==> config.mk <==
export PLATFORM = sky130hd
export DESIGN_NAME = epru_cell
export DESIGN_NICKNAME = d
export VERILOG_FILES = /design/src/hdl/epru_pkg.sv /design/src/hdl/epru_cell.sv
export SDC_FILE = /design/constraint.sdc
export NUM_CORES = 1
export LEC_CHECK = 0
export ABC_AREA = 1
export BUFFER_PORTS_ARGS = -buffer_cell sky130_fd_sc_hd__buf_4
export CAP_MARGIN = 10
export CORE_MARGIN = 10
export CORE_UTILIZATION = 30
export CTS_CLUSTER_SIZE = 14
export DETAILED_ROUTE_END_ITERATION = 12
export PLACE_DENSITY_LB_ADDON = 0.12
export SYNTH_ARGS = -nofsm -noshare
export SYNTH_HDL_FRONTEND = slang
export SYNTH_SLANG_ARGS = --single-unit
==> constraint.sdc <==
create_clock -name clk -period 3.5 [get_ports clk]
set_input_delay 0.175 -clock clk [delete_from_list [all_inputs] [get_ports clk]]
set_output_delay 0.175 -clock clk [all_outputs]
set_load 0.01 [all_outputs]
==> src/hdl/epru_pkg.sv <==
package epru_pkg;

	typedef enum logic [1:0] {
		CMD_LOAD   = 2'd0,
		CMD_STEP   = 2'd1,
		CMD_SAMPLE = 2'd2,
		CMD_READ   = 2'd3
	} cmd_t;

	localparam int THR_W = 17;
	localparam int RND_W = 16;
	localparam int SITE_W = 8;
	localparam int OUT_COUNT_W = 32;

	localparam logic REG_FREE_THR    = 1'b0;
	localparam logic REG_BLOCKED_THR = 1'b1;

	localparam logic [THR_W-1:0] FREE_THR_RST    = 17'd32768;
	localparam logic [THR_W-1:0] BLOCKED_THR_RST = 17'd0;

	typedef struct packed {
		cmd_t              cmd;
		logic [SITE_W-1:0] site;
		logic              occupied;
		logic [RND_W-1:0]  random;
	} item_t;

	typedef struct packed {
		logic                   moved;
		logic [SITE_W-1:0]      stepped_site;
		logic [OUT_COUNT_W-1:0] count;
	} result_t;

	// broadcast controls shared by every cell
	typedef struct packed {
		logic load_en;
		logic load_val;
		logic step_en;
		logic win;
		logic sample_en;
	} cell_ctl_t;

endpackage

==> src/hdl/epru_cell.sv <==
module epru_cell #(
	parameter int COUNT_WIDTH = 32
) (
	input  logic                   clk,
	input  logic                   arst_n,
	input  epru_pkg::cell_ctl_t    ctl,
	input  logic                   load_hit,
	input  logic                   step_hit,
	input  logic                   lower_occ,
	input  logic                   upper_hop,
	output logic                   occ,
	output logic                   hop,
	output logic [COUNT_WIDTH-1:0] count
);
	import epru_pkg::*;

	logic                   occ_q;
	logic [COUNT_WIDTH-1:0] cnt_q;

	// hand the particle to the lower neighbor when it is free and the draw wins
	assign hop   = ctl.step_en & step_hit & occ_q & ~lower_occ & ctl.win;
	assign occ   = occ_q;
	assign count = cnt_q;

	always_ff @(posedge clk or negedge arst_n) begin
		if (!arst_n) begin
			occ_q <= 1'b0;
			cnt_q <= '0;
		end else begin
			if (ctl.load_en && load_hit) begin
				occ_q <= ctl.load_val;
			end else if (hop) begin
				occ_q <= 1'b0;
			end else if (upper_hop) begin
				occ_q <= 1'b1;
			end
			// saturate at all ones
			if (ctl.sample_en && occ_q && !(&cnt_q)) begin
				cnt_q <= cnt_q + COUNT_WIDTH'(1);
			end
		end
	end

endmodule

==> impl_metrics.json, run 1 <==
{
  "gp_congestion": 0.893,
  "ff2ff_path_depth": 10,
  "syn-num-nets": 349,
  "synth.area.mux_share": 0,
  "status": "completed",
  "rows": 31,
  "power.leakage_uw": 0.00134,
  "slew_viol_final": 0,
  "grt_pass1_vias": 2134,
  "rrSetupSlack_ps": 1550,
  "finalWirelength_um": 6430,
  "cts_made_buffers": 5,
  "yosys_register_bits": 33,
  "track_usage": 0.116,
  "area_delta_synth_final_pct": 23.7,
  "start_util": 0.305,
  "routedWlPerCell_um": 13.3,
  "crit_start": "count[1]",
  "dp_cells": 476,
  "cap_violations": 0,
  "hold_class": "input pin to register",
  "fp.dieW_um": 105,
  "crit_path_end": "count[22]",
  "avgSynthCellArea_um2": 6.50,
  "worst_ir_drop_vdd_uv": 349,
  "gr-total-overflow": 0,
  "min_period_over_period": 0.558,
  "final_common_cell": "nand2_1",
  "drive_gt1_frac": 0.158,
  "crit_type": "register to register",
  "grt_pass1_wl_um": 10700,
  "cp_max_fo": 24,
  "crit-reg2reg-launch": "count[1]",
  "ctsResizeCount": 0,
  "synth_top_family_by_area": "simple AND/OR/NAND/NOR gates",
  "clk_pin_slew_ps": 70,
  "clockRootBuffer": "clkbuf_8",
  "final_cell_mix": "nand2_1 (162), nor2_1 (49), buf_4 (44), dfrtp_1 (33), inv_1 (25)",
  "critPathArrivalTime_ps": 2120,
  "cts_setup_buffers": 0,
  "clock_sinks": 33,
  "dpl.hpwl_um": 5000,
  "synthSimpleGateAreaFrac": 0.498,
  "die_y_um": 105,
  "rsz0062_at_grt": "no",
  "dr.pass1.iters": 5,
  "hold_ws_ps": 138,
  "hold_buffers": 1,
  "cts_max_level": 2,
  "synth.yosys.seq_area_share": 0.377,
  "utilization": 0.378,
  "grt_max_degree": 34,
  "synth_cell_type_count": 24,
  "yosysTopAreaCell": "dfrtp_1",
  "hold_viol": 0,
  "syn_inst": 337,
  "tns_ps": 0,
  "die-area_um2": 11100,
  "num_antenna_cells": 0,
  "clockBufferDepth": 2,
  "cellPowerDensity_nw_per_um2": 336,
  "synth_compound_area_frac": 0.0137,
  "required_ps": 3670,
  "io_pins": 45,
  "start_kind": "register",
  "port_buffers": 44,
  "synth_area_leaders": "dfrtp_1 (38%), nand2_1 (28%), nor2_1 (8.4%), inv_1 (4.3%), nand3_1 (4.1%)",
  "min_period_ps": 1950,
  "yosys.area_share.adder": 0.00571,
  "synth-xor-area-share": 0.0440,
  "drt-initial-drc-count": 93,
  "r2r-end": "count[22]",
  "hp-start": "load_hit",
  "finish.net_count": 397,
  "slew_headroom": 0.678,
  "ant_nets": 0,
  "coreArea_um2": 7180,
  "vias": 2177,
  "cts_tree": "done",
  "fin_cells": 484,
  "crit_path_end_kind": "register",
  "drc": 0,
  "tightestPinTransition_ps": 479,
  "setup_violations": 0,
  "clock_latency_ps": 280,
  "syn_area_um2": 2190,
  "routed_via_density": 4.50,
  "fmax_mhz": 512,
  "antenna_found_initial": 0,
  "synth_warnings": 0,
  "worst_clock_skew_ps": 6.49,
  "synth_top_area_frac": 0.377
}
==> synth_stat cells (all sizes together) <==
| library cell | number |
|---|---|
| nand2 | 166 |
| nor2 | 54 |
| dfrtp | 33 |
| inv | 27 |
| nand3 | 18 |
| nand3b | 7 |
| xor2 | 7 |
| nand4 | 6 |
| o21ai | 5 |
| buf | 4 |
| xnor2 | 4 |
| and2 | 2 |
| nor3 | 2 |
| a21oi | 1 |
| ha | 1 |
==> power breakdown <==
group | switching [µW] | internal [µW] | total, µW | leakage (µW)
Combinational | 93.1 | 74.7 | 168 | 0.000842
Clock | 135 | 156 | 291 | 0.0000443
Sequential | 44.2 | 408 | 452 | 0.000452
==> critical path, cell delays in order, from the launching register on <==
cell and delay (ps):
dfrtp_1 440, ha_1 230, nand2_2 100, nor2_8 160, nand2_4 80, nor2_4 130
nand2_4 140, nand2_4 250, inv_4 140, nand2_1 90, nand2_1 50
==> logic make-up (layout without fill, tap and decap cells) <==
family                   Yosys count  count (layout)
buffers and inverters             31              79
adder cells (fa/ha/maj)            1               1
AND/OR/NAND/NOR                  255             255
XOR/XNOR                          11              11
flip-flops                        33              33
AO/OA/AOI/OAI                      6               6
==> metal layers <==
metal / share of wire / track usage
met1: 0.45 / 0.141
met2: 0.49 / 0.200
met3: 0.045 / 0.0292
met4: 0.012 / 0.0304
met5: 0 / 0
==> how the worst min path moves through the flow <==
stage,to,slack (ps),cells past startpoint
2_1_floorplan,count[0],-120,0
3_3_place_gp,occ,160,1
3_5_place_dp,occ,160,1
4_1_cts,occ,140,3
5_1_grt,occ,140,3
6_report,occ,140,3
==> flip-flops by register name, indices dropped and copies added, names as in the netlist <==
signal and count:
occ 1, count 32
==> per-stage QoR <==
stage	area [µm²]	worst slack (ps)	total power, µW
2_1_floorplan	2190	1860	546
3_3_place_gp	2610	1590	626
3_5_place_dp	2610	1550	629
4_1_cts	2710	1520	932
5_1_grt	2710	1360	973
6_report	2710	1550	911
==> area by class of cell <==
cell class | count | area (µm²)
fillers | 774 | 4470
flip-flops and latches | 33 | 826
inverters | 27 | 104
repair buffers | 45 | 340
clock buffers | 7 | 86.3
well taps | 99 | 124
multi-input cells | 273 | 1230
Power figures use the tool's default switching activity.
==> inputs of run 2 (changes only) <==
==> constraint.sdc (replaced) <==
create_clock -name clk -period 2.05 [get_ports clk]
set_input_delay 0.1025 -clock clk [delete_from_list [all_inputs] [get_ports clk]]
set_output_delay 0.1025 -clock clk [all_outputs]
set_load 0.01 [all_outputs]
==> impl_metrics.json, run 2 (synthesis results as in run 1) <==
{
  "dp_slack_ps": 273,
  "dpl.hpwl_um": 5100,
  "critPathArrivalTime_ps": 1930,
  "rows": 31,
  "routed_via_density": 4.43,
  "final_cell_mix": "nand2_1 (162), nor2_1 (49), buf_4 (49), dfrtp_1 (33), inv_1 (25)",
  "fp.dieW_um": 105,
  "grt_max_degree": 34,
  "slew_viol_final": 0,
  "vias": 2171,
  "drc": 0,
  "ctsResizeCount": 0,
  "clock_latency_ps": 290,
  "final_common_cell": "nand2_1",
  "coreArea_um2": 7180,
  "min_period_over_period": 0.855,
  "clockBufferDepth": 2,
  "required_ps": 2230,
  "cp_max_fo": 19,
  "utilization": 0.382,
  "setup_ws_ps": 297,
  "num_antenna_cells": 0,
  "min_period_ps": 1750,
  "gp_congestion": 0.897,
  "grt_pass1_wl_um": 10800,
  "largest_reg_flops": 32,
  "ant_nets": 0,
  "worst_clock_skew_ps": 5.15,
  "fmax_mhz": 571,
  "crit_type": "register to register",
  "finish.net_count": 402,
  "tightestPinTransition_ps": 444,
  "routedWlPerCell_um": 13.3,
  "grt_pass1_vias": 2144,
  "antenna_found_initial": 0,
  "hold_ws_ps": 51.9,
  "cap_violations": 0,
  "clockRootBuffer": "clkbuf_8",
  "hold_buffers": 1,
  "cts_max_level": 2,
  "start_util": 0.305,
  "area_delta_synth_final_pct": 25.1,
  "cts_made_buffers": 5,
  "cellPowerDensity_nw_per_um2": 562,
  "die-area_um2": 11100,
  "port_buffers": 44,
  "dr.pass1.iters": 5,
  "io_pins": 45,
  "clock_sinks": 33,
  "clk_pin_slew_ps": 70,
  "hold_viol": 0,
  "track_usage": 0.120,
  "cts_tree": "done",
  "start_kind": "register",
  "cts_setup_buffers": 0,
  "die_y_um": 105,
  "crit_path_end_kind": "register",
  "power.leakage_uw": 0.00136,
  "hold_class": "input pin to register",
  "gr-total-overflow": 0,
  "tns_ps": 0,
  "rsz0062_at_grt": "no",
  "worst_ir_drop_vdd_uv": 455,
  "drt-initial-drc-count": 115,
  "finalWirelength_um": 6490,
  "drive_gt1_frac": 0.166,
  "status": "completed",
  "setup_violations": 0,
  "slew_headroom": 0.704
}
[run 2: where the power goes]
group | switching [µW] | internal, µW
Clock | 245 | 241
Sequential | 71.6 | 696
Combinational | 157 | 130
[run 2: area by class of cell]
| type | count | area (µm²) |
|---|---|---|
| sequential | 33 | 826 |
| multi-input combinational | 273 | 1230 |
| inverter | 27 | 104 |
| clock buffer | 8 | 80.1 |
| tap | 99 | 124 |
| timing repair buffer | 50 | 378 |
| fill | 786 | 4440 |
[run 2: metal layers]
metal | wire length [µm] | track usage | up-vias
met2 | 3090 | 0.195 | 46
met4 | 82 | 0.0431 | 0
li1 | - | - | 1144
met3 | 303 | 0.0298 | 7
met5 | 0 | 0 | -
met1 | 3020 | 0.149 | 974
[run 2: worst max-delay path, cell delays in order, from the launching register on]
cell	delay, ps
dfrtp_1	420
ha_1	220
nand2_2	100
nor2_8	170
nand2_4	80
nor2_4	130
nand2_4	70
nand2_4	180
inv_4	130
nand2_1	90
nand2_1	50
[run 2: worst paths after layout]
path | from | to | slack (ps) | cells past startpoint
max in group asynchronous | arst_n | count[27] | 1430 | 2
min | load_hit | occ | 50 | 3
max reg2reg | count[0] | count[27] | 300 | 10
min in group asynchronous | arst_n | occ | 310 | 2
max | count[0] | count[27] | 300 | 10
min reg2reg | count[24] | count[24] | 540 | 1
[run 2: stage by stage]
stage               total power [µW]  cells  cell area, µm²
global placement                1070    481            2650
CTS                             1570    490            2740
global route                    1640    490            2740
detailed placement              1070    481            2650
finish                          1540    490            2740
floorplan                        932    337            2190
==> inputs of run 3 (changes only) <==
--- a/config.mk
+++ b/config.mk
@@ -6,8 +6,10 @@
 export NUM_CORES = 1
 export LEC_CHECK = 0
 export ABC_AREA = 1
+export ABC_CLOCK_PERIOD_IN_PS = 2050
 export BUFFER_PORTS_ARGS = -buffer_cell sky130_fd_sc_hd__buf_4
-export CAP_MARGIN = 10
+export CAP_MARGIN = 20
+export CORE_ASPECT_RATIO = 1.5
 export CORE_MARGIN = 10
 export CORE_UTILIZATION = 30
 export CTS_CLUSTER_SIZE = 14
==> impl_metrics.json, run 3 (synthesis results as in run 1) <==
{
  "gp_congestion": 0.894,
  "die-area_um2": 11200,
  "rows": 38,
  "cts_setup_buffers": 0,
  "track_usage": 0.129,
  "hold_end": "occ",
  "rsz0062_at_grt": "no",
  "min_period_over_period": 0.841,
  "crit_buf_inv": 1,
  "routedWlPerCell_um": 14.2,
  "slowest_delay_ps": 410,
  "cp_max_fo": 17,
  "io_pins": 45,
  "min_path_cells": 3,
  "routed_via_density": 4.47,
  "cts_made_buffers": 5,
  "use_met2": 0.238,
  "clockRootBuffer": "clkbuf_8",
  "fin_cells": 496,
  "crit_path_end_kind": "register",
  "clk_pin_slew_ps": 80,
  "largest_reg_flops": 32,
  "grt_max_degree": 34,
  "drt-initial-drc-count": 126,
  "path_cells": "ha_1 > nand2_2 > nor2_8 > nand2_4 > nor2_4 > nand2_4 > nand2_4 > inv_4 > nand2_1 > nand2_1",
  "cellPowerDensity_nw_per_um2": 582,
  "start_kind": "register",
  "crit_top_cell": "nand2_4",
  "die_y_um": 125,
  "crit-reg2reg-launch": "count[0]",
  "crit_type": "register to register",
  "gr-total-overflow": 0,
  "busiest_layer": "met2",
  "antenna_found_initial": 0,
  "slew_headroom": 0.699,
  "hp-start": "load_hit",
  "dpl.hpwl_um": 5530,
  "cp_top_family": "simple AND/OR/NAND/NOR gates",
  "drc": 0,
  "drive_gt1_frac": 0.184,
  "coreArea_um2": 7180,
  "hold_viol": 0,
  "area_delta_synth_final_pct": 27.9,
  "grt_pass1_wl_um": 11700,
  "min_period_ps": 1720,
  "dp_slack_ps": 308,
  "num_antenna_cells": 0,
  "ctsResizeCount": 0,
  "cts_tree": "done",
  "fmax_mhz": 580,
  "clockBufferDepth": 2,
  "dp_cells": 487,
  "final_common_cell": "nand2_1",
  "tightestPinTransition_ps": 452,
  "critPathArrivalTime_ps": 1910,
  "grt_pass1_vias": 2302,
  "worst_clock_skew_ps": 10.5,
  "cpMaxStageDelayCell": "dfrtp_1",
  "cts_max_level": 2,
  "clock_latency_ps": 290,
  "use_met1": 0.133,
  "setup_ws_ps": 325,
  "slew_viol_final": 0,
  "finalWirelength_um": 7030,
  "power.leakage_uw": 0.00140,
  "final_cell_mix": "nand2_1 (162), buf_4 (54), nor2_1 (49), dfrtp_1 (33), inv_1 (25)",
  "ant_nets": 0,
  "worst_ir_drop_vdd_uv": 461,
  "grt.met3_usage": 0.0344,
  "setup_violations": 0,
  "cap_violations": 0,
  "rrSetupSlack_ps": 330,
  "port_buffers": 44,
  "r2r-end": "count[27]",
  "vias": 2216,
  "required_ps": 2230,
  "start_util": 0.305,
  "hold_class": "input pin to register",
  "ff2ff_path_depth": 10,
  "fp.dieW_um": 89.8,
  "status": "completed",
  "dr.pass1.iters": 4,
  "clock_sinks": 33,
  "finish.net_count": 407,
  "tns_ps": 0
}
==> run 3: where the power goes <==
group	leakage, µW	switching, µW	internal (µW)
Sequential	0.000452	73.6	696
Clock	0.0000542	265	304
Combinational	0.000892	158	134
Total	0.00140	496	1130
==> run 3: repair_timing <==
action | in CTS | in global routing
hold buffers | 1 | 0
endpoints found under the setup margin | 0 | 0
endpoints found under the hold margin | 33 | 0
==> run 3: metrics by stage <==
stage	cell area, µm²	util	hold slack, ps	power, µW
2_1_floorplan	2190	-	-193	932
3_3_place_gp	2690	0.375	94.7	1080
3_5_place_dp	2690	0.375	96.4	1080
4_1_cts	2800	0.390	51.5	1670
5_1_grt	2800	0.390	69.0	1720
6_report	2800	0.390	47.8	1630
==> run 3: cell type report <==
type / instances / area (µm²)
Clock buffer: 7 / 96.3
Inverter: 27 / 104
Tap cell: 100 / 125
Multi-Input combinational cell: 273 / 1230
Sequential cell: 33 / 826
Clock inverter: 1 / 5.00
Timing Repair Buffer: 55 / 415
Fill cell: 782 / 4380
==> run 3: metal layers <==
| metal | up-vias | routed length [µm] |
|---|---|---|
| li1 | 1151 | - |
| met1 | 1012 | 2860 |
| met2 | 42 | 3670 |
| met3 | 11 | 359 |
| met4 | 0 | 140 |
| met5 | - | 0 |
==> run 3: worst min-delay path: cells and delay by family <==
kind	cells	cell delay (ps)
AND/OR/NAND/NOR	1	50
buffers and inverters	1	80
AO/OA/AOI/OAI	1	70
==> run 3: worst max path at each step <==
stage             start         to  slack, ps  cells after the start
6_report       count[0]  count[27]        330                     10
5_1_grt        count[0]  count[21]        170                     10
4_1_cts        count[0]  count[27]        290                     10
3_5_place_dp   count[0]  count[21]        310                     10
3_3_place_gp   count[0]  count[20]        350                     10
2_1_floorplan  count[1]  count[22]        410                     11
